<file path="config.mk">
export PLATFORM = sky130hd
export DESIGN_NAME = ssmd_front
export DESIGN_NICKNAME = d
export VERILOG_FILES = /design/src/rtl/ssmd_pkg.sv /design/src/rtl/ssmd_front.sv
export SDC_FILE = /design/constraint.sdc
export NUM_CORES = 1
export LEC_CHECK = 0
export BUFFER_PORTS_ARGS = -buffer_cell sky130_fd_sc_hd__buf_4
export CAP_MARGIN = 10
export CORE_MARGIN = 2
export CORE_UTILIZATION = 49
export DETAILED_ROUTE_END_ITERATION = 8
export PLACE_DENSITY = 0.76
export SYNTH_ARGS = -nofsm -noshare
export SYNTH_HDL_FRONTEND = slang
export SYNTH_SLANG_ARGS = --single-unit
</file>
<file path="constraint.sdc">
create_clock -name clock -period 3.2 [get_ports clock]
set_input_delay 0.48 -clock clock [delete_from_list [all_inputs] [get_ports clock]]
set_output_delay 0.48 -clock clock [all_outputs]
set_load 0.05 [all_outputs]
</file>
<file path="src/rtl/ssmd_pkg.sv">
`default_nettype none
package ssmd_pkg;

   // store geometry and requester ports
   localparam int unsigned SAVE_DEPTH = 524288;
   localparam int unsigned PORT_COUNT = 2;
   localparam int unsigned STORE_AW   = $clog2(SAVE_DEPTH);
   localparam int unsigned PORT_W     = (PORT_COUNT > 1) ? $clog2(PORT_COUNT) : 1;

   localparam int unsigned SIZE_W   = 24;
   localparam int unsigned CSR_IDX_W = 8;

   // configuration register indexes
   localparam logic [CSR_IDX_W-1:0] REG_SAVE_BYTES = 8'd0;
   localparam logic [CSR_IDX_W-1:0] REG_IR_PRESENT = 8'd1;

   localparam logic [SIZE_W-1:0] SAVE_BYTES_RST = 24'h080000;
   localparam logic [SIZE_W-1:0] EEP_SMALL_LIMIT = 24'h000200;

   // command codes
   localparam logic [7:0] CMD_READ     = 8'h03;
   localparam logic [7:0] CMD_READ_HI  = 8'h0B;
   localparam logic [7:0] CMD_WRITE    = 8'h02;
   localparam logic [7:0] CMD_WRITE_HI = 8'h0A;
   localparam logic [7:0] CMD_IR       = 8'h08;
   localparam logic [7:0] IR_REPLY     = 8'hAA;
   localparam logic [7:0] FILL_BYTE    = 8'hFF;

   typedef logic [PORT_W-1:0]   port_idx_type;
   typedef logic [STORE_AW-1:0] store_idx_type;

   typedef enum logic [2:0] {
      LAY_NONE,
      LAY_EEP_SMALL,
      LAY_EEP_2ADDR,
      LAY_EEP_3ADDR,
      LAY_FLASH,
      LAY_UNKNOWN
   } layout_type;

   typedef enum logic [1:0] {
      RPL_KEEP,
      RPL_SET,
      RPL_MEM
   } reply_kind_type;

   typedef enum logic {
      BK_EXEC,
      BK_FINISH
   } back_state_type;

   // classified item handed from front to back
   typedef struct packed {
      port_idx_type      port;
      logic [7:0]        tx;
      logic              hold;
      layout_type        layout;
      logic              ir;
      logic [SIZE_W-1:0] limit;
   } item_type;

   // one store access per cycle
   typedef struct packed {
      logic          wr;
      logic          rd;
      store_idx_type idx;
      logic [7:0]    data;
   } store_req_type;

   function automatic layout_type classify(input logic [SIZE_W-1:0] sz);
      layout_type lay;
      unique case (sz) inside
         24'h000000:                         lay = LAY_NONE;
         24'h000200:                         lay = LAY_EEP_SMALL;
         24'h002000, 24'h008000, 24'h010000: lay = LAY_EEP_2ADDR;
         24'h020000:                         lay = LAY_EEP_3ADDR;
         24'h040000, 24'h080000, 24'h100000, 24'h800000: lay = LAY_FLASH;
         default:                            lay = LAY_UNKNOWN;
      endcase
      return lay;
   endfunction

endpackage
`default_nettype wire

</file>
<file path="src/rtl/ssmd_front.sv">
`default_nettype none
module ssmd_front (
   input  wire logic                              clock,
   input  wire logic                              reset,
   input  wire logic                              req_tvalid,
   output logic                                   req_tready,
   input  wire logic [7:0]                        req_tdata,
   input  wire logic                              req_tuser,
   input  wire logic                              req_tlast,
   input  wire logic                              csr_valid,
   output logic                                   csr_ready,
   input  wire logic [ssmd_pkg::CSR_IDX_W-1:0]    csr_index,
   input  wire logic [ssmd_pkg::SIZE_W-1:0]       csr_data,
   input  wire logic                              hold_off,
   output logic                                   q_valid,
   output ssmd_pkg::item_type                     q_item,
   input  wire logic                              q_pop
);

   logic [ssmd_pkg::SIZE_W-1:0] save_bytes_ff, save_bytes_in;
   logic                        ir_ff, ir_in;
   ssmd_pkg::item_type          q_mem_ff [2];
   logic                        wr_ptr_ff, rd_ptr_ff;
   logic [1:0]                  count_ff, count_in;
   logic                        push;
   ssmd_pkg::item_type          new_item;
   ssmd_pkg::layout_type        lay;

   assign csr_ready = 1'b1;

   always_comb begin
      save_bytes_in = save_bytes_ff;
      ir_in         = ir_ff;
      if (csr_valid) begin
         unique case (csr_index)
            ssmd_pkg::REG_SAVE_BYTES: save_bytes_in = csr_data;
            ssmd_pkg::REG_IR_PRESENT: ir_in = csr_data[0];
            default: ;
         endcase
      end
   end

   always_ff @(posedge clock) begin
      if (reset) begin
         save_bytes_ff <= ssmd_pkg::SAVE_BYTES_RST;
         ir_ff         <= 1'b0;
      end else begin
         save_bytes_ff <= save_bytes_in;
         ir_ff         <= ir_in;
      end
   end

   // classify by chip layout at accept time; user must keep config static while busy (not enforced)
   always_comb begin
      lay             = ssmd_pkg::classify(save_bytes_ff);
      new_item.port   = (ssmd_pkg::PORT_COUNT == 1) ? '0 :
                        ssmd_pkg::port_idx_type'(req_tuser);
      new_item.tx     = req_tdata;
      new_item.hold   = !req_tlast;
      new_item.layout = lay;
      new_item.ir     = ir_ff;
      new_item.limit  = (lay == ssmd_pkg::LAY_EEP_SMALL) ? ssmd_pkg::EEP_SMALL_LIMIT
                                                         : save_bytes_ff;
   end

   // two-entry item queue
   assign req_tready = (count_ff != 2'd2) && !hold_off;
   assign push       = req_tvalid && req_tready;
   assign q_valid    = (count_ff != 2'd0);
   assign q_item     = q_mem_ff[rd_ptr_ff];

   always_comb begin
      count_in = count_ff;
      if (push && !q_pop) begin
         count_in = count_ff + 2'd1;
      end else if (q_pop && !push) begin
         count_in = count_ff - 2'd1;
      end
   end

   always_ff @(posedge clock) begin
      if (reset) begin
         wr_ptr_ff <= 1'b0;
         rd_ptr_ff <= 1'b0;
         count_ff  <= 2'd0;
      end else begin
         if (push) begin
            wr_ptr_ff <= !wr_ptr_ff;
         end
         if (q_pop) begin
            rd_ptr_ff <= !rd_ptr_ff;
         end
         count_ff <= count_in;
      end
   end

   always_ff @(posedge clock) begin
      if (push) begin
         q_mem_ff[wr_ptr_ff] <= new_item;
      end
   end

   assert property (@(posedge clock) disable iff (reset)
      q_pop |-> q_valid)
      else $error("queue popped while empty");

   assert property (@(posedge clock) disable iff (reset)
      (count_ff == 2'd2) |-> !req_tready)
      else $error("queue full but still ready");

   assert property (@(posedge clock) disable iff (reset)
      count_ff != 2'd3)
      else $error("queue count overflow");

endmodule
`default_nettype wire

</file>
== Yosys cells after proc, flatten, opt, wreduce, memory -nomap -nowiden ==
Memories as Yosys holds them, arrays and structs flattened. A register that Yosys moved wholly into a read port is not among the register bits.
Cells that the tools add are included.
Cells by class
  reductions and logical operators: 18
  multiplexer cells: 8
  $add $sub $neg: 2
  eq/ne operators: 12
Operators with widths (number)
  24-bit by 10-bit equality test with 1-bit output (second input constant): 1
  24-bit by 14-bit equality test with 1-bit output (second input constant): 1
  24-bit by 16-bit equality test with 1-bit output (second input constant): 1
  24-bit by 17-bit equality test with 1-bit output (second input constant): 1
  24-bit by 18-bit equality test with 1-bit output (second input constant): 1
  24-bit by 19-bit equality test with 1-bit output (second input constant): 1
  24-bit by 20-bit equality test with 1-bit output (second input constant): 1
  24-bit by 21-bit equality test with 1-bit output (second input constant): 1
  24-bit equality test (second input constant): 1
  24-bit zero test: 1
  24-bit two-way mux: 1
  3-bit one-hot mux with 5 select lines: 1
  8-bit by 1-bit equality test with 1-bit output (second input constant): 1
  8-bit zero test: 1
  1-bit zero test: 6
  1-bit logical AND: 4
  1-bit two-way mux: 4
  2-bit two-way mux: 2
  2-bit AND reduction: 2
  2-bit nonzero test: 2
  4-bit OR reduction: 1
  3-bit by 1-bit equality test with 1-bit output (second input constant): 1
  3-bit OR reduction: 1
  2-bit by 1-bit adder with 2-bit output (second input constant): 1
  other kinds (2): 2
Storage, ports and cells
  memories: 1
  bits in registers: 29
  RAM bits: 76
Memory list
  q_mem_ff: depth 2, bits a word 38, rd ports 1, clocked after memory_dff 1, wr ports 1, line ssmd_front.sv:22  | ssmd_pkg::item_type q_mem_ff [2];

== Longest topological paths before layout ==
  depth after elaboration: 7
  gate-level depth with buffers: 6
  depth with buffers taken out: 6

== Worst setup path after synthesis ==
Ideal clock, no wire load.
  path kind: in2reg
  start: input port hold_off
  end: memory q_mem_ff[0][0] (netlist bit) (enable)
  data required time: 2.762 ns
  setup time: 0.438 ns
  data arrival time: 2.643 ns
  stages on the path: 2
  slack: 0.120 ns
  cell sequence: a211oi_1 -> nor2b_1
Between the ends
  cells in the longest elaborated chain, start to end: 5
RTL lines
  start: declaration: line ssmd_front.sv:14  | input wire logic hold_off,
  1-bit zero test: line ssmd_front.sv:67  | assign req_tready = (count_ff != 2'd2) && !hold_off;
  1-bit logical AND: line ssmd_front.sv:67
  1-bit logical AND: line ssmd_front.sv:68  | assign push = req_tvalid && req_tready;
  1-bit two-way mux: line ssmd_front.sv:98  | if (push) begin
  1-bit two-way mux (not written as such): line ssmd_front.sv:99  | q_mem_ff[wr_ptr_ff] <= new_item;
  end: declaration: line ssmd_front.sv:22
No other way between the ends.

==> impl_results.md <==
* Fmax at about 0.42 GHz
* Yosys cell types at 37
* Total chip power at 2860 uW
* RSZ-0062 raised after global routing: false
* Final setup violation count at 0
* Area growth syn-to-layout at 21.3%
* CTS Hold Bufs at 0
* CTS Buf Count at 9
* Placed insts at 446
* Io pins at 89
* Endpoint class of the critical path: primary output
* Area of the core at 0.00826 sq mm
* Fillcell total at 662
* Clock slew at reported path FFs at 0.10 ns
* Yosys warns at 0
* Total Wirelength at 7310 microns
* Sink Count at 106
* #FFs+latches synth at 106
* Reg2Reg Setup Slack at 1.12 ns
* Syn Area/Cell at 14.7 sq um
* Chip Height at 96.3 microns
* DRC viols at 0
* Worst hold margin at roughly 0.30 ns
* Hold Fails Final Rpt at 0
* Crit Path Class: reg -> out
* Rel. slew slack at 65.1%
* PD cells at 565 mW/mm^2
* Slowest CP cell: dfxtp_2
* Top sig layer: met4
* Cell chosen for the clock root: clkbuf_8
* CTS HTree Levels at 3
* Max-slew violations at 0
* First-pass GRT wire length at 11,000 microns
* Initial Util at 50.6%
* Layout cells sized above 1 at 42.1%
* Pre-antenna DRT Iters at 4
* Final worst path period need at 2.38 ns
* RD Place Congestion at about 0.73
* Status: finished, final reports clean
* Non-Filler Instances at 461
* Top_reg_cell synth: edfxtp_1
* Total GRT Usage at 16.2%
* Mapped Cells at 285
* TNS Setup at 0 ns
* Crit-path max FO at 23
* Clk_skew at 0.0141 ns
* CP Buf/Inv Count at 2
* Worst-margin pin slew at roughly 0.52 ns
* Final instance area at ~0.0051 sq mm
* Register area share after synthesis at between 60% and 70%
* WP data required at about 2.7 ns
* GRT overflow at 0
* Slowest stage delay, CP at 0.57 ns
* Post-synth ARST share at 0%
* Min-delay worst type: in -> reg
* Die Wd at approximately 96 microns
* Vias in the first global route at approximately 2,200
* Cell Area, Placed at 0.00486 sq mm
* Row count at 33
* P_leak at between 0.0015 and 0.002 uW
* DP HPWL at 4950 microns
* Number of synthesized flops with an enable pin at 76
* Antenna violations before repair at 0
* Top cells by area, synth: edfxtp_1 55%, dfxtp_1 14%, mux2_2 10%
* Post-synth top area share at roughly 55%
* # nets final at around 400
* CTS resizes at 0
* # port buffers at 87
* Count leader, synth: edfxtp_1
* VDD IR-drop max at around 270 uV
* Metal-1 WL at 3110 microns
* Initial drt markers at between 70 and 80
* Startpoint Class: register
* Tcrit/Tclk final at between 70 and 80%
* Clock Path Buffers at 2
* Largest delay contributor family on the critical path: buffers and inverters
* Top cells by count, synth: 76 x edfxtp_1, 38 x mux2_2, 33 x nor2_1
* CTS tree: done
* Cell Area, Synth at 0.00418 sq mm
* Met3 WL at just over 300 microns
* Routed vias/inst at 5.03
* Worst-skew pair later-pin latency at 0.35 ns
* Critical Path Most Common Cell: buf_4
* Crit path DAT at 1.90 ns
* Critical-path cell list: buf_4 > mux2_2 > buf_4
* Yosys top cell by area: edfxtp_1
* Routed wl met2 at between 3000 and 4000 microns
* Antenna diode count at 0
* MaxCap Viol Count at 0
* Final ANT Viol Nets at 0
* Largest net degree at the start of global routing at 31
* Total number of vias at 2,321
* Synth Net Count at around 330
* Setup Buffers After CTS at 0
* Die ar. at slightly above 0.009 sq mm
* Wirelength per Cell at roughly 16 microns
## layout make-up
type	count	area [sq um]	area share [%]
inverters	5	18.8	0.370
well taps	105	131	2.59
multi-input cells	139	1110	22.0
flip-flops and latches	106	2880	56.9
clock inverters	5	81.3	1.61
repair buffers	91	708	14.0
clock buffers	10	128	2.52
## layout by cell type (no fill, tap or decap), drive strengths merged, types with 5 or more instances in the layout
master  netlist  layout
buf           6      91
clkbuf       29      10
dfxtp        30      30
edfxtp       76      76
inv           5       5
mux2         38      38
mux2i        24      24
nor2         33      33
nor3          6       6
o21ai         5       5
## final timing paths
kind | to | startpoint | cells after the start
worst max-delay path | q_item[0] | register | 3
worst min register to register | q_mem_ff[1][24] | ir_ff | 0
worst min-delay path | q_mem_ff[0][29] | req_tdata[0] | 1
worst max register to register | q_mem_ff[0][9] | count_ff[0] | 4
## cells by family (layout without fill, tap and decap cells)
kind of cell / after synthesis / in the layout / synth area share, %
other cells: 1 / 1 / 0.0898
xor+xnor: 5 / 5 / 1.05
compound gates: 13 / 13 / 2.07
simple gates: 55 / 55 / 6.50
mux: 62 / 62 / 16.0
flops: 106 / 106 / 69.0
fa+ha+maj: 3 / 3 / 0.779
buf+inv: 40 / 111 / 4.49
## where the power goes
part	switching, uW	internal [uW]	leakage, uW
logic	296	177	0.000819
clock network	412	437	0.000102
registers	24.7	1520	0.000910
total	733	2130	0.00183
## stage by stage
step,setup slack [ns],util (%)
6_report,0.823,61.3
3_5_place_dp,0.956,58.8
5_1_grt,0.686,61.3
3_3_place_gp,0.994,58.8
4_1_cts,0.780,61.3
2_1_floorplan,0.120,-
## registers in the layout, summed over array words and instances (netlist names), named ones only
name	count
q_mem_ff	76
save_bytes_ff	24
count_ff	2
ir_ff	1
rd_ptr_ff	1
wr_ptr_ff	1
## layer usage
layer / global-route usage (%) / vias to the layer above
met4: 8.57 / 0
met1: 19.4 / 1109
met5: 0 / -
met3: 2.74 / 10
met2: 27.7 / 59
li1: - / 1143
## worst register-to-register path, delay by kind of cell, from the launching register on
kind,cells,cell delay [ns]
buf+inv,2,0.33
compound gates,1,0.49
simple gates,1,0.55
flops,1,0.41
(Power assumes the default switching activity.)
