===== src/rtl/ssmd_pkg.sv =====
`default_nettype none
package ssmd_pkg;

   // store geometry and requester ports
   localparam int unsigned SAVE_DEPTH = 524288;
   localparam int unsigned PORT_COUNT = 2;
   localparam int unsigned STORE_AW   = $clog2(SAVE_DEPTH);
   localparam int unsigned PORT_W     = (PORT_COUNT > 1) ? $clog2(PORT_COUNT) : 1;

   localparam int unsigned SIZE_W   = 24;
   localparam int unsigned CSR_IDX_W = 8;

   // configuration register indexes
   localparam logic [CSR_IDX_W-1:0] REG_SAVE_BYTES = 8'd0;
   localparam logic [CSR_IDX_W-1:0] REG_IR_PRESENT = 8'd1;

   localparam logic [SIZE_W-1:0] SAVE_BYTES_RST = 24'h080000;
   localparam logic [SIZE_W-1:0] EEP_SMALL_LIMIT = 24'h000200;

   // command codes
   localparam logic [7:0] CMD_READ     = 8'h03;
   localparam logic [7:0] CMD_READ_HI  = 8'h0B;
   localparam logic [7:0] CMD_WRITE    = 8'h02;
   localparam logic [7:0] CMD_WRITE_HI = 8'h0A;
   localparam logic [7:0] CMD_IR       = 8'h08;
   localparam logic [7:0] IR_REPLY     = 8'hAA;
   localparam logic [7:0] FILL_BYTE    = 8'hFF;

   typedef logic [PORT_W-1:0]   port_idx_type;
   typedef logic [STORE_AW-1:0] store_idx_type;

   typedef enum logic [2:0] {
      LAY_NONE,
      LAY_EEP_SMALL,
      LAY_EEP_2ADDR,
      LAY_EEP_3ADDR,
      LAY_FLASH,
      LAY_UNKNOWN
   } layout_type;

   typedef enum logic [1:0] {
      RPL_KEEP,
      RPL_SET,
      RPL_MEM
   } reply_kind_type;

   typedef enum logic {
      BK_EXEC,
      BK_FINISH
   } back_state_type;

   // classified item handed from front to back
   typedef struct packed {
      port_idx_type      port;
      logic [7:0]        tx;
      logic              hold;
      layout_type        layout;
      logic              ir;
      logic [SIZE_W-1:0] limit;
   } item_type;

   // one store access per cycle
   typedef struct packed {
      logic          wr;
      logic          rd;
      store_idx_type idx;
      logic [7:0]    data;
   } store_req_type;

   function automatic layout_type classify(input logic [SIZE_W-1:0] sz);
      layout_type lay;
      unique case (sz) inside
         24'h000000:                         lay = LAY_NONE;
         24'h000200:                         lay = LAY_EEP_SMALL;
         24'h002000, 24'h008000, 24'h010000: lay = LAY_EEP_2ADDR;
         24'h020000:                         lay = LAY_EEP_3ADDR;
         24'h040000, 24'h080000, 24'h100000, 24'h800000: lay = LAY_FLASH;
         default:                            lay = LAY_UNKNOWN;
      endcase
      return lay;
   endfunction

endpackage
`default_nettype wire


===== src/rtl/ssmd_back.sv =====
`default_nettype none
module ssmd_back (
   input  wire logic                     clock,
   input  wire logic                     reset,
   input  wire logic                     q_valid,
   input  wire ssmd_pkg::item_type       q_item,
   output logic                          q_pop,
   output ssmd_pkg::store_req_type       st_req,
   input  wire logic [7:0]               st_rd_data,
   input  wire logic                     st_busy,
   output logic                          rsp_tvalid,
   input  wire logic                     rsp_tready,
   output logic [7:0]                    rsp_tdata,
   output logic                          rsp_tuser
);

   ssmd_pkg::back_state_type state_ff, state_in;

   logic [2:0]  cnt_ff   [ssmd_pkg::PORT_COUNT];
   logic [7:0]  cmd_ff   [ssmd_pkg::PORT_COUNT];
   logic [31:0] addr_ff  [ssmd_pkg::PORT_COUNT];
   logic [7:0]  reply_ff [ssmd_pkg::PORT_COUNT];
   logic        dirty_ff;

   ssmd_pkg::port_idx_type   pend_port_ff;
   ssmd_pkg::reply_kind_type pend_kind_ff, pend_kind_in;
   logic [7:0]               pend_val_ff, pend_val_in;

   logic        rsp_valid_ff;
   logic [7:0]  rsp_data_ff;
   logic        rsp_dirty_ff;

   ssmd_pkg::port_idx_type p;
   logic [2:0]  cnt, cnt_in, last, lane;
   logic [7:0]  cmd, cmd_in;
   logic [31:0] addr, addr_in;
   logic        advance, data_phase, is_wr, addr_phase, in_range, hi_page;
   logic        out_free, finish;
   logic [7:0]  final_reply;

   // sequencer: one item executes, then its reply is posted
   assign out_free = !rsp_valid_ff || rsp_tready;

   always_comb begin
      state_in = state_ff;
      unique case (state_ff)
         ssmd_pkg::BK_EXEC:   if (q_valid && !st_busy) state_in = ssmd_pkg::BK_FINISH;
         ssmd_pkg::BK_FINISH: if (out_free) state_in = ssmd_pkg::BK_EXEC;
         default:             state_in = ssmd_pkg::BK_EXEC;
      endcase
   end

   always_comb begin
      q_pop  = (state_ff == ssmd_pkg::BK_EXEC) && q_valid && !st_busy;
      finish = (state_ff == ssmd_pkg::BK_FINISH) && out_free;
   end

   // session decode for the head item
   always_comb begin
      p    = q_item.port;
      cnt  = cnt_ff[p];
      cmd  = cmd_ff[p];
      addr = addr_ff[p];

      cnt_in       = cnt;
      cmd_in       = cmd;
      addr_in      = addr;
      pend_kind_in = ssmd_pkg::RPL_KEEP;
      pend_val_in  = 8'h00;
      advance      = 1'b1;
      data_phase   = 1'b0;
      addr_phase   = 1'b0;
      is_wr        = 1'b0;
      last         = 3'd4;
      hi_page      = (cmd == ssmd_pkg::CMD_WRITE_HI) || (cmd == ssmd_pkg::CMD_READ_HI);

      if (q_item.layout == ssmd_pkg::LAY_NONE) begin
         advance = 1'b0;
      end else if (cnt == 3'd0) begin
         if (q_item.tx == 8'h00) begin
            advance = 1'b0;
         end else begin
            cmd_in       = q_item.tx;
            addr_in      = 32'h0;
            pend_kind_in = ssmd_pkg::RPL_SET;
         end
      end else begin
         unique case (q_item.layout)
            ssmd_pkg::LAY_EEP_SMALL: begin
               if ((cmd == ssmd_pkg::CMD_READ) || (cmd == ssmd_pkg::CMD_READ_HI) ||
                   (cmd == ssmd_pkg::CMD_WRITE) || (cmd == ssmd_pkg::CMD_WRITE_HI)) begin
                  if (cnt < 3'd2) begin
                     addr_in      = 32'({hi_page, q_item.tx});
                     pend_kind_in = ssmd_pkg::RPL_SET;
                  end else begin
                     data_phase = 1'b1;
                     is_wr      = (cmd == ssmd_pkg::CMD_WRITE) ||
                                  (cmd == ssmd_pkg::CMD_WRITE_HI);
                  end
               end else begin
                  pend_kind_in = ssmd_pkg::RPL_SET;
               end
            end
            ssmd_pkg::LAY_EEP_2ADDR, ssmd_pkg::LAY_EEP_3ADDR: begin
               if ((cmd == ssmd_pkg::CMD_READ) || (cmd == ssmd_pkg::CMD_WRITE)) begin
                  last  = (q_item.layout == ssmd_pkg::LAY_EEP_3ADDR) ? 3'd4 : 3'd3;
                  is_wr = (cmd == ssmd_pkg::CMD_WRITE);
                  if (cnt < last) begin
                     addr_phase = 1'b1;
                  end else begin
                     data_phase = 1'b1;
                  end
               end else begin
                  pend_kind_in = ssmd_pkg::RPL_SET;
               end
            end
            ssmd_pkg::LAY_FLASH: begin
               if ((cmd == ssmd_pkg::CMD_READ) || (cmd == ssmd_pkg::CMD_WRITE_HI)) begin
                  is_wr = (cmd == ssmd_pkg::CMD_WRITE_HI);
                  if (cnt < last) begin
                     addr_phase = 1'b1;
                  end else begin
                     data_phase = 1'b1;
                  end
               end else if (cmd == ssmd_pkg::CMD_IR) begin
                  pend_kind_in = ssmd_pkg::RPL_SET;
                  pend_val_in  = q_item.ir ? ssmd_pkg::IR_REPLY : 8'h00;
               end else begin
                  pend_kind_in = ssmd_pkg::RPL_SET;
               end
            end
            default: ;  // unknown size: only the count moves
         endcase
      end

      // address bytes arrive high first
      lane = last - 3'd1 - cnt;
      if (addr_phase) begin
         addr_in      = addr | (32'(q_item.tx) << {lane[1:0], 3'b000});
         pend_kind_in = ssmd_pkg::RPL_SET;
      end

      in_range = (addr < 32'(q_item.limit)) && (addr < 32'(ssmd_pkg::SAVE_DEPTH));
      if (data_phase) begin
         addr_in = addr + 32'd1;
         if (is_wr || !in_range) begin
            pend_kind_in = ssmd_pkg::RPL_SET;
         end else begin
            pend_kind_in = ssmd_pkg::RPL_MEM;
         end
      end

      if (advance) begin
         if (q_item.hold) begin
            cnt_in = (cnt < 3'd4) ? cnt + 3'd1 : cnt;
         end else begin
            cnt_in = 3'd0;
         end
      end

      st_req.wr   = q_pop && data_phase && is_wr && in_range;
      st_req.rd   = q_pop && data_phase && !is_wr && in_range;
      st_req.idx  = addr[ssmd_pkg::STORE_AW-1:0];
      st_req.data = q_item.tx;
   end

   always_comb begin
      case (pend_kind_ff)
         ssmd_pkg::RPL_MEM: final_reply = st_rd_data;
         ssmd_pkg::RPL_SET: final_reply = pend_val_ff;
         default:           final_reply = reply_ff[pend_port_ff];
      endcase
   end

   always_ff @(posedge clock) begin
      if (reset) begin
         state_ff     <= ssmd_pkg::BK_EXEC;
         dirty_ff     <= 1'b0;
         rsp_valid_ff <= 1'b0;
         pend_kind_ff <= ssmd_pkg::RPL_KEEP;
         for (int i = 0; i < int'(ssmd_pkg::PORT_COUNT); i++) begin
            cnt_ff[i]   <= 3'd0;
            cmd_ff[i]   <= 8'h00;
            addr_ff[i]  <= 32'h0;
            reply_ff[i] <= 8'h00;
         end
      end else begin
         state_ff <= state_in;
         if (q_pop) begin
            cnt_ff[p]    <= cnt_in;
            cmd_ff[p]    <= cmd_in;
            addr_ff[p]   <= addr_in;
            pend_kind_ff <= pend_kind_in;
            if (st_req.wr) begin
               dirty_ff <= 1'b1;
            end
         end
         if (finish) begin
            reply_ff[pend_port_ff] <= final_reply;
            rsp_valid_ff           <= 1'b1;
         end else if (rsp_tready) begin
            rsp_valid_ff <= 1'b0;
         end
      end
   end

   always_ff @(posedge clock) begin
      if (q_pop) begin
         pend_port_ff <= p;
         pend_val_ff  <= pend_val_in;
      end
      if (finish) begin
         rsp_data_ff  <= final_reply;
         rsp_dirty_ff <= dirty_ff;
      end
   end

   assign rsp_tvalid = rsp_valid_ff;
   assign rsp_tdata  = rsp_data_ff;
   assign rsp_tuser  = rsp_dirty_ff;

   assert property (@(posedge clock) disable iff (reset)
      q_pop |=> (state_ff == ssmd_pkg::BK_FINISH))
      else $error("item popped without finish step");

   assert property (@(posedge clock) disable iff (reset)
      $rose(rsp_valid_ff) |-> $past(state_ff == ssmd_pkg::BK_FINISH))
      else $error("reply posted outside finish step");

   assert property (@(posedge clock) disable iff (reset)
      ($past(!reset) && $past(dirty_ff)) |-> dirty_ff)
      else $error("dirty flag cleared");

   assert property (@(posedge clock) disable iff (reset)
      (cnt_ff[0] <= 3'd4) && !(st_req.wr && st_req.rd))
      else $error("count past saturation or store access conflict");

endmodule
`default_nettype wire

===== config.mk =====
export PLATFORM = sky130hd
export DESIGN_NAME = ssmd_back
export DESIGN_NICKNAME = d
export VERILOG_FILES = /design/src/rtl/ssmd_pkg.sv /design/src/rtl/ssmd_back.sv
export SDC_FILE = /design/constraint.sdc
export NUM_CORES = 1
export LEC_CHECK = 0
export BUFFER_PORTS_ARGS = -buffer_cell sky130_fd_sc_hd__buf_4
export CORE_UTILIZATION = 30
export DETAILED_ROUTE_END_ITERATION = 12
export PLACE_DENSITY = 0.57
export SYNTH_ARGS = -nofsm -noshare
export SYNTH_HDL_FRONTEND = slang
export SYNTH_SLANG_ARGS = --single-unit

===== constraint.sdc =====
create_clock -name clock -period 9.42 [get_ports clock]
set_clock_uncertainty 0.2 [all_clocks]
set_input_delay 0.942 -clock clock [delete_from_list [all_inputs] [get_ports clock]]
set_output_delay 0.942 -clock clock [all_outputs]
set_load 0.01 [all_outputs]

Word level (Yosys, flattened, before mapping)
Memories as Yosys holds them, arrays and structs flattened. A register that Yosys moved wholly into a read port is not among the register bits.
Index checks and enable logic that the tools add are counted.
{ "classes": {"n_mux": 84, "addsub": 4, "n_bitwise": 4, "shifts": 1, "reduce_logical": 34, "magnitude_cmp": 5, "eq_ne": 11} }
{ "ops": {"columns": ["op", "n"], "rows": [
  ["$mux W32", 9],
  ["$mux W1", 48],
  ["$mux W8", 6],
  ["$add A32 B1 Y32 const B", 1],
  ["$lt A32 B20 Y1 const B", 1],
  ["$lt A32 B24 Y1", 1],
  ["$or A32 B32 Y32", 1],
  ["$reduce_or A32 Y1", 1],
  ["$shl A8 B5 Y32", 1],
  ["$eq A8 B4 Y1 const B", 3],
  ["$mux W2", 10],
  ["$eq A8 B2 Y1 const B", 2],
  ["$pmux W8 S2", 1],
  ["$reduce_or A8 Y1", 2],
  ["$mux W3", 5],
  ["$logic_and A1 B1 Y1", 10],
  ["$logic_or A1 B1 Y1", 9],
  ["$logic_not A8 Y1", 1],
  ["$eq A3 B2 Y1 const B", 2],
  ["$logic_not A3 Y1", 2],
  ["$pmux W1 S3", 2],
  ["$pmux W2 S3", 1],
  ["$reduce_or A5 Y1", 1],
  ["$logic_not A1 Y1", 4],
  ["16 further kinds", 19]
]} }
{ "word_totals": {"inputBits": 51, "n_memories": 4, "regBits": 23, "ram_bits": 102, "output_inout_bits": 40, "wordCells": 155} }
{ "mem_list": {"columns": ["name", "depth", "word_bits", "read_ports", "rd_clocked_by_memory_dff", "write_ports", "line", "source"], "rows": [
  ["addr_ff", 2, 32, 1, 0, 2, "ssmd_back.sv:21", "logic [31:0] addr_ff [ssmd_pkg::PORT_COUNT];"],
  ["cmd_ff", 2, 8, 1, 0, 2, "ssmd_back.sv:20", "logic [7:0] cmd_ff [ssmd_pkg::PORT_COUNT];"],
  ["reply_ff", 2, 8, 1, 1, 2, "ssmd_back.sv:22", "logic [7:0] reply_ff [ssmd_pkg::PORT_COUNT];"],
  ["cnt_ff", 2, 3, 1, 0, 2, "ssmd_back.sv:19", "logic [2:0] cnt_ff [ssmd_pkg::PORT_COUNT];"]
]} }

Longest topological paths before layout
Gate-level depths: netlist of the first run.
An unclocked memory read counts as a cell.
{ "logic_depth": {"ltp_word": 14, "mapped_depth": 17, "depth_no_buf": 12} }

Worst setup path before layout of the first run
Ideal clock, no wire load.
{ "synth_path": {"kind": "input to output", "start": "in q_item[37] (netlist name)", "end": "out st_req[27] (netlist name)", "setup_slack_ps": 4144, "t_required_ps": 8278, "cell_stages": 14, "t_arrival_ps": 4134, "cell_sequence": "buf_6 buf_2 buf_2 buf_2 buf_1 clkbuf_1 mux2i_1 inv_1 ha_1 and3_1 a221o_1 a2111oi_0 o2111ai_1 nor2b_1"} }
{ "synth_rtl": {"columns": ["item", "line", "source"], "rows": [
  ["start: declaration", "ssmd_back.sv:6", "input wire ssmd_pkg::item_type q_item,"],
  ["end: declaration", "ssmd_back.sv:8", "output ssmd_pkg::store_req_type st_req,"]
]} }

==> results of run 1 <==
==> metrics by stage <==
| stage | worst slack [ns] | area [um^2] | power, mW | hold slack (ns) | utilization (%) |
|---|---|---|---|---|---|
| floorplan | 4.144 | 7961 | 0.7708 | 0.2093 | - |
| detailed placement | 3.505 | 8930 | 0.8597 | 0.2224 | 34.27 |
| global route | 3.141 | 9569 | 1.623 | 0.2495 | 36.72 |
| finish | 3.362 | 9569 | 1.570 | 0.2368 | 36.72 |
| global placement | 3.566 | 8930 | 0.8586 | 0.2167 | 34.27 |
| CTS | 3.481 | 9569 | 1.575 | 0.2371 | 36.72 |
==> power breakdown <==
part | internal [mW] | switching (mW)
logic | 0.0855 | 0.139
registers | 0.608 | 0.0161
clock network | 0.450 | 0.271
total | 1.14 | 0.426
==> path summary, 6_finish.rpt <==
| check | start | end | slack [ns] | cells past startpoint |
|---|---|---|---|---|
| worst max-delay path | q_item[37] | st_req[27] | 3.36 | 11 |
| worst min-delay path | dirty_ff$_SDFFE_PP0P_ | rsp_tuser$_DFFE_PP_ | 0.24 | 0 |
| worst max register to register | cnt_ff[1][2]$_SDFFCE_PN0P_ | addr_ff[1][27]$_SDFFCE_PN0P_ | 4.73 | 10 |
| worst min register to register | dirty_ff$_SDFFE_PP0P_ | rsp_tuser$_DFFE_PP_ | 0.24 | 0 |
==> cell usage in the layout, fill, tap and decap left out, types with 4 or more instances in the layout <==
master,count
a211oi_1,10
a21o_1,5
a21oi_1,40
a221o_1,6
a221oi_1,6
a22oi_1,12
a31oi_1,9
a32oi_1,5
and2_1,24
and3_1,6
and4_1,4
buf_4,97
bufinv_16,4
clkbuf_16,17
dfxtp_1,6
edfxtp_1,113
ha_1,30
inv_1,55
inv_6,6
mux2_2,31
mux2i_1,29
nand2_1,60
nand2b_1,8
nand3_1,29
nand3b_1,4
nand4_1,16
nand4b_1,7
nor2_1,89
nor2b_1,6
nor3_1,24
nor3b_1,6
nor4_1,14
o2111ai_1,7
o21ai_0,28
o21ai_1,4
o22ai_1,6
or3_1,8
or4_1,4
xnor2_1,8
xor2_1,6
==> final cells by class <==
cell class | count | area share, %
inverter | 55 | 2.157
timing repair buffer | 97 | 7.610
tap | 335 | 4.380
sequential | 119 | 36.72
clock inverter | 15 | 2.236
multi-input combinational | 601 | 42.46
clock buffer | 17 | 4.446
==> flip-flops by register name, summed over array words and instances (netlist names), named ones only <==
name          flops
rsp_tuser         1
addr_ff          64
cmd_ff           16
cnt_ff            6
pend_kind_ff      2
reply_ff         16
dirty_ff          1
pend_val_ff       1
rsp_tvalid        1
pend_port_ff      1
state_ff          1
rsp_tdata         8
==> per-layer routing <==
layer	track usage [%]	vias up	wire length, um
li1	-	3251	-
met1	24.50	3338	10760
met2	31.38	272	12090
met3	3.365	55	1499
met4	6.756	0	773
met5	0	-	0
==> worst reg2reg max path, stage by stage, from the launching register on <==
cell and delay [ns]:
edfxtp_1 0.39, mux2i_1 0.79, inv_1 0.23, ha_1 0.38, nand4_1 0.10, o2111a_1 0.24, nand2b_1 0.17, a31oi_1 0.76
o21a_1 0.71, mux2i_1 0.34, a21oi_1 0.10
==> cell families after synthesis <==
family,Yosys count,share of synthesized area [%]
AND/OR/NAND/NOR,316,20.10
AO/OA/AOI/OAI,181,16.47
flip-flops,119,44.13
buffers and inverters,94,5.013
multiplexers,60,8.031
adder cells (fa/ha/maj),30,4.715
XOR/XNOR,14,1.540
==> impl_metrics.toml, run 1 <==
[synth]
synth_top_area_share_pct = 42.62
syn_area_um2 = 7961
yosys-top-cells-area = "edfxtp_1 43%, ha_1 4.7%, mux2_2 4.4%"
ys_warn_count = 0
syn_nets = 895
synthCells = 814
synth_most_common_cell = "edfxtp_1"
async_flop_share_pct = 0
ys_types = 69
synth-seq-cells = 119
ys.flop_type = "edfxtp_1"
synth_edf_count = 113
syn_area_per_cell_um2 = 9.781
synth_top_area_cell = "edfxtp_1"
synth_common_cells = "113 x edfxtp_1, 89 x nor2_1, 60 x nand2_1"
ys_seq_area_share_pct = 44.13

[critical_path]
path_buf_inv = 3
critPathCaptureType = "output pin"
crit_arrival_ns = 4.92
critPathSlowestCell = "mux2i_1"
crit_chain = "buf_4 > mux2i_1 > inv_1 > ha_1 > nand4_1 > o2111a_1 > nand2b_1 > a31oi_1 > o2111ai_1 > nor2b_1 > buf_4"
critical_path_class = "primary input to output pin"
critPathTopFamily = "compound AO/OA/AOI/OAI gates"
path_common_cell = "buf_4"
slowest_delay_ns = 0.87
worstPathRequired_ns = 8.28
cp_max_fo = 33
timing.critical_path.from_type = "primary input"

[placed_design]
dp.cells = 1207
gp_congestion = 0.8957
dpl.hpwl_um = 17960
io_buffers = 90

[floorplanning]
placementRows = 59
fp.dieH_um = 164.9
start_util_pct = 30.55
core-area_um2 = 26060
io_pins = 91
die_w_um = 164.9
dieArea_um2 = 27190

[drt]
drcViolationCount = 0
post_drt_wl_per_cell_um = 20.28
num_vias = 6916
via_per_inst = 5.582
drt-initial-drc-count = 630
drtAntennaViolNets = 0
drt_first_pass_iters = 7
drt_wl_total_um = 25130

[cells_and_area]
regArea_um2 = 3513
area_growth_pct = 20.19
diodes = 0
nFillCells = 2617
final_cells = 1239
nets = 972
drive_above_1_share_pct = 19.47
multiInputGateArea_um2 = 4063

[sta]
rsz0062_at_grt = "false"
slew_violations = 0
min_period_over_period_pct = 64.31
final.min_clock_period_ns = 6.058
fmax_ghz = 0.1651
tightest_slew_ns = 0.9890
setup_viol = 0
setup_tns_ns = 0
max_slew_margin_pct = 32.18
hold_viol_final = 0

[grt]
grt_first_pass_wirelength_um = 38150
antenna_found_initial = 0
grt_max_degree = 64
grt_pass1_vias = 6515
grt_use_total_pct = 18.90
overflow = 0

[clock_network]
cts_tree = "built"
clockBufferDepth = 2
clk_latency_ns = 0.43
clk_pin_slew_ns = 0.06
cts_setup_buffers = 0
postCtsHoldBufs = 0
root_buffer = "clkbuf_16"
clock-sinks = 119
cts-resized-gates = 0
htree_levels = 4
numCtsBuffers = 17

[pwr]
p_leak_nw = 3.675
power_density_nw_per_um2 = 164.1
ir_drop_mv = 0.09723

[status]
status = "finished clean"

[flow_run]
maxCapViolCount = 0

[hold_path]
hold_path.class = "flop to flop"
(Power assumes the default switching activity.)
==> inputs of run 2 (changes only) <==
--- a/config.mk
+++ b/config.mk
@@ -5,10 +5,11 @@
 export SDC_FILE = /design/constraint.sdc
 export NUM_CORES = 1
 export LEC_CHECK = 0
+export ABC_AREA = 1
 export BUFFER_PORTS_ARGS = -buffer_cell sky130_fd_sc_hd__buf_4
 export CORE_UTILIZATION = 30
 export DETAILED_ROUTE_END_ITERATION = 12
-export PLACE_DENSITY = 0.57
+export PLACE_DENSITY = 0.58
 export SYNTH_ARGS = -nofsm -noshare
 export SYNTH_HDL_FRONTEND = slang
 export SYNTH_SLANG_ARGS = --single-unit
==> constraint.sdc (replaced) <==
create_clock -name clock -period 5.55 [get_ports clock]
set_clock_uncertainty 0.2 [all_clocks]
set_input_delay 0.555 -clock clock [delete_from_list [all_inputs] [get_ports clock]]
set_output_delay 0.555 -clock clock [all_outputs]
set_load 0.01 [all_outputs]
==> run 2 against run 1 <==
  * Sequential cell count unchanged
  * Via count up 15%
  * Worst hold slack worse by 0.077 ns
  * Core utilization down 1.2 points
  * Combinational power up 98%
  * Die area up 9.3%
  * Global-route usage down 0.16 points
  * Synthesized area up 9.4%
  * Non-clock buffer count up 2
  * Cell count up 30%
  * Sequential share of layout area down 2.1 points
  * Setup slack worse by 2.1 ns
  * Highest routed layer unchanged
==> impl_metrics.toml, run 2 <==
[clock_network]
clockBufferDepth = 2
cts-resized-gates = 0
clock-sinks = 119
cts_setup_buffers = 0
root_buffer = "clkbuf_16"
numCtsBuffers = 17
cts_tree = "built"
clk_latency_ns = 0.43
postCtsHoldBufs = 0
htree_levels = 4
clk_pin_slew_ns = 0.06

[drt]
drtAntennaViolNets = 0
post_drt_wl_per_cell_um = 16.63
num_vias = 7952
drt_wl_total_um = 26830
drt_first_pass_iters = 5
drcViolationCount = 0
via_per_inst = 4.930
drt-initial-drc-count = 627

[synth]
synth_common_cells = "271 x nand2_1, 140 x nor2_1, 135 x inv_1"
synth_top_area_share_pct = 38.96
syn_area_um2 = 8710
synthCells = 1144
synth_edf_count = 113
synth_top_area_cell = "edfxtp_1"
yosys-top-cells-area = "edfxtp_1 39%, nand2_1 12%, nor2_1 6.0%"
ys_seq_area_share_pct = 40.34
syn_nets = 1225
async_flop_share_pct = 0
ys.flop_type = "edfxtp_1"
ys_warn_count = 0
synth_most_common_cell = "nand2_1"
syn_area_per_cell_um2 = 7.613
ys_types = 47
synth-seq-cells = 119

[cells_and_area]
largestRegisters = "addr_ff (64), cmd_ff (16), reply_ff (16)"
nets = 1297
final_cell_mix = "269 x nand2_1, 140 x nor2_1, 135 x inv_1"
diodes = 0
largest_register_ff_count = 64
top_register = "addr_ff"
area_growth_pct = 16.62
nFillCells = 3032
multiInputGateArea_um2 = 4258
stdcell_area_um2 = 10160
regArea_um2 = 3513
layout_commonest_cell = "nand2_1"
drive_above_1_share_pct = 18.71

[flow_run]
maxCapViolCount = 0

[placed_design]
io_buffers = 90
dpl.hpwl_um = 19520
gp_congestion = 0.9937
dpl_cell_area_um2 = 9578

[critical_path]
critPathCaptureType = "output pin"
worstPathRequired_ns = 4.80
slowest_delay_ns = 0.62
critPathTopFamily = "buffers and inverters"
critical_path_class = "primary input to output pin"
crit_arrival_ns = 3.57
cp_max_fo = 39
timing.critical_path.from_type = "primary input"
crit_chain = "buf_4 > inv_2 > nand2_1 > nand2_1 > inv_1 > ha_1 > nand2_1 > nand2_1 > a21oi_1 > nand2_1 > inv_1 > nand3_1 > nor2_2 > buf_4"
critPathSlowestCell = "inv_2"
path_common_cell = "nand2_1"
path_buf_inv = 5

[sta]
setup_tns_ns = 0
max_slew_margin_pct = 43.53
setup_viol = 0
min_period_over_period_pct = 77.90
hold-worst-slack_ns = 0.1595
tightest_slew_ns = 0.8451
slew_violations = 0
hold_viol_final = 0
final.min_clock_period_ns = 4.324
rsz0062_at_grt = "false"
fmax_ghz = 0.2313

[floorplanning]
fp.dieH_um = 172.4
io_pins = 91
die_w_um = 172.4
core-area_um2 = 28630
start_util_pct = 30.43
placementRows = 62
dieArea_um2 = 29720

[pwr]
p_leak_nw = 4.441
switching_share_pct = 31.18
ir_drop_mv = 0.2165
power_density_nw_per_um2 = 253.4
internal-power_mw = 1.772
net-switching-power_uw = 802.7
p_clk_share_pct = 42.3
seqPwrFrac_pct = 40.4
combPwrFrac_pct = 17.3

[hold_path]
hold_path.class = "primary input to flop"

[grt]
grt_use_total_pct = 18.74
grt_max_degree = 45
overflow = 0
grt_pass1_vias = 7523
antenna_found_initial = 0
grt_first_pass_wirelength_um = 41400

[status]
status = "finished clean"
## run 2: cell count changes after synthesis, sizes merged, moves of 11 or more
cell and delta:
nand2 +244, inv +97, nand3 +76, nor2 +65, a21oi +37, mux2 -31, mux2i -28, o21ai +27
and2 -24, or2 +18, xor2 +13, nor3 -12, nor4 -11
## run 2: cells by family (layout without fill, tap and decap cells)
kind of cell | Yosys count | count (layout) | share of synthesized area, %
flip-flops | 119 | 119 | 40.34
multiplexers | 1 | 1 | 0.2586
buffers and inverters | 201 | 286 | 10.83
AND/OR/NAND/NOR | 615 | 615 | 32.09
AO/OA/AOI/OAI | 157 | 157 | 10.06
XOR/XNOR | 21 | 21 | 2.112
adder cells (fa/ha/maj) | 30 | 30 | 4.310
## run 2: worst paths after layout
kind,depth (start not counted),end,startpoint,slack [ns]
worst min register to register,0,rsp_tuser$_DFFE_PP_,dirty_ff$_SDFFE_PP0P_,0.23
worst max register to register,11,addr_ff[0][7]$_SDFFCE_PN0P_,cnt_ff[0][1]$_SDFFCE_PN0P_,2.36
worst max-delay path,14,st_req[28],q_item[37],1.23
worst min-delay path,2,pend_kind_ff[0]$_SDFFE_PP0P_,reset,0.16
## run 2: routing by layer
metal / GRT usage [%] / routed length (um)
met5: 0 / 0
met2: 30.07 / 12160
met3: 3.708 / 1851
met1: 23.96 / 11790
met4: 9.273 / 1025
## run 2: power groups by stage
stage	Clock [mW]	Combinational [mW]	Sequential, mW
global route	1.15	0.498	1.04
floorplan	0	0.300	1.06
finish	1.09	0.446	1.04
global placement	0	0.442	1.06
CTS	1.11	0.446	1.04
detailed placement	0	0.443	1.06
## run 2: final cells by class
class	count	area share (%)
flip-flops and latches	119	34.59
clock inverters	15	1.515
multi-input cells	824	41.92
well taps	384	4.730
repair buffers	99	7.317
clock buffers	17	4.188
inverters	155	5.740
## run 2: stage by stage
step	setup slack (ns)	utilization, %	instances	power, mW
floorplan	2.330	-	1144	1.358
global placement	1.285	33.46	1581	1.501
detailed placement	1.245	33.46	1581	1.503
CTS	1.223	35.48	1613	2.592
global route	0.9300	35.48	1613	2.689
finish	1.226	35.48	1613	2.574
==> inputs of run 3 (changes only) <==
==> constraint.sdc (replaced) <==
create_clock -name clock -period 3.7 [get_ports clock]
set_clock_uncertainty 0.2 [all_clocks]
set_input_delay 0.37 -clock clock [delete_from_list [all_inputs] [get_ports clock]]
set_output_delay 0.37 -clock clock [all_outputs]
set_load 0.01 [all_outputs]
==> run 3 against run 2 <==
  * Sequential share of layout area fell by 0.60 points
  * Die area unchanged
  * Cell area rose by 1.8%
  * Setup slack worse by 1.0 ns
  * Sequential cell count did not move
  * Global-route usage is 0.52 points higher
  * Count of clock-buffer cells in the layout is the same
  * Non-clock buffer count grew 16
  * Core utilization grew 0.63 points
  * Combinational power is 54% higher
  * Via count increased by 1.1%
  * Highest routed layer unchanged
==> impl_metrics.toml, run 3 (synthesized netlist as in run 2, its figures left out) <==
[status]
status = "finished clean"

[sta]
slew_violations = 0
tightest_slew_ns = 0.6954
hold-worst-slack_ns = 0.02081
hold_viol_final = 0
setup_viol = 0
max_slew_margin_pct = 53.64
setup_tns_ns = 0
fmax_ghz = 0.2875
final.min_clock_period_ns = 3.478
rsz0062_at_grt = "false"
min_period_over_period_pct = 93.99

[clock_network]
clk_latency_ns = 0.43
clk_pin_slew_ns = 0.06
clock-sinks = 119
root_buffer = "clkbuf_16"
clockBufferDepth = 2
numCtsBuffers = 17
cts_tree = "built"
htree_levels = 4

[critical_path]
crit_arrival_ns = 2.91
r2r_cells = 16
critical_path_class = "flop to output pin"
cp_max_fo = 5
critPathCaptureType = "output pin"
worstPathRequired_ns = 3.13
timing.critical_path.from_type = "flop"

[grt]
met2_usage_pct = 31.49
grt_first_pass_wirelength_um = 42520
grt_busiest_layer = "met2"
grt_use_total_pct = 19.27
overflow = 0
grt_max_degree = 44
grt_util_met1_pct = 26.23
met3_usage_pct = 3.067
grt_pass1_vias = 7543
antenna_found_initial = 0

[cells_and_area]
final_cells = 1629
diodes = 0
top_register = "addr_ff"
area_growth_pct = 18.69
multiInputGateArea_um2 = 4258
nFillCells = 3004
largestRegisters = "addr_ff (64), cmd_ff (16), reply_ff (16)"
final_cell_mix = "269 x nand2_1, 140 x nor2_1, 135 x inv_1"
largest_register_ff_count = 64
stdcell_area_um2 = 10340
layout_commonest_cell = "nand2_1"
nets = 1313
drive_above_1_share_pct = 19.68
regArea_um2 = 3513

[pwr]
combPwrFrac_pct = 17.2
seqPwrFrac_pct = 39.1
ir_drop_mv = 0.2582
p_clk_share_pct = 43.7
internal-power_mw = 2.795
switching_share_pct = 29.87
power_density_nw_per_um2 = 385.5
p_leak_nw = 4.539
net-switching-power_mw = 1.190

[drt]
drt_wl_total_um = 27370
post_drt_wl_per_cell_um = 16.80
via_per_inst = 4.934
drcViolationCount = 0
drt_first_pass_iters = 6
drt-initial-drc-count = 743
drtAntennaViolNets = 0
num_vias = 8037

[hold_path]
whs_path_depth = 4
hold_path.class = "primary input to flop"

[floorplanning]
dieArea_um2 = 29720
core-area_um2 = 28630
start_util_pct = 30.43
placementRows = 62
fp.dieH_um = 172.4
die_w_um = 172.4
io_pins = 91

[placed_design]
dpl_cell_area_um2 = 9716
gp_congestion = 0.9380
io_buffers = 90
dp.cells = 1596
dpl.hpwl_um = 20030

[flow_run]
maxCapViolCount = 0
run 3: cell count changes in the layout (fill, tap and decap cells not counted):
cell,before,now
dlygate4sd3_1,0,1
clkinv_4,1,3
inv_8,4,3
buf_12,0,2
bufinv_16,0,2
buf_4,99,112
inv_6,6,4
clkinv_8,2,1
run 3: path summary, 6_finish.rpt:
| kind | to | slack (ns) | start |
|---|---|---|---|
| setup / recovery | st_req[27] | 0.22 | addr_ff[1][3]$_SDFFCE_PN0P_ |
| hold / removal | rsp_tvalid$_SDFFE_PP0P_ | 0.02 | rsp_tready |
| setup reg to reg | addr_ff[1][30]$_SDFFCE_PN0P_ | 0.70 | cnt_ff[1][1]$_SDFFCE_PN0P_ |
| hold reg to reg | rsp_tuser$_DFFE_PP_ | 0.24 | dirty_ff$_SDFFE_PP0P_ |
run 3: repair_timing:
action / in CTS / in global routing
buffers inserted: 0 / 0
resized for setup: 0 / 0
hold endpoints to repair: 5 / 0
hold buffers: 1 / 0
run 3: cell type report:
| class | instances | share of cell area, % |
|---|---|---|
| clock buffers | 17 | 4.115 |
| clock inverters | 15 | 1.803 |
| inverters | 155 | 5.640 |
| multi-input cells | 824 | 41.19 |
| flip-flops and latches | 119 | 33.99 |
| well taps | 384 | 4.648 |
| repair buffers | 115 | 8.618 |
run 3: worst max-delay path: stages (launching register included):
cell,delay (ns)
edfxtp_1,0.34
or2_2,0.30
o21ai_2,0.16
inv_1,0.11
ha_1,0.30
nand2_1,0.07
inv_1,0.03
nand2_1,0.05
nand2_1,0.06
nand2_1,0.06
nand2_1,0.12
nand2_1,0.10
nand2_1,0.06
a21oi_2,0.28
nand3_1,0.22
inv_1,0.09
buf_4,0.12
run 3: power groups by stage:
stage | clock [mW] | sequential [mW] | combinational, mW
6_report | 1.74 | 1.56 | 0.686
5_1_grt | 1.81 | 1.57 | 0.765
4_1_cts | 1.76 | 1.56 | 0.687
2_1_floorplan | 0 | 1.59 | 0.450
3_3_place_gp | 0 | 1.59 | 0.679
3_5_place_dp | 0 | 1.59 | 0.683
run 3: layer usage:
layer,wire (um),vias up
met4,507,0
met1,12440,3801
met5,0,-
met3,1799,29
li1,-,3924
met2,12620,283
run 3: stage by stage:
step / utilization [%] / total power, mW / setup slack, ns
finish: 36.11 / 3.985 / 0.2223
global route: 36.11 / 4.144 / 0.04237
CTS: 36.11 / 4.006 / 0.1679
detailed placement: 33.94 / 2.272 / 0.2471
global placement: 33.94 / 2.266 / 0.2586
floorplan: - / 2.036 / 0.6653
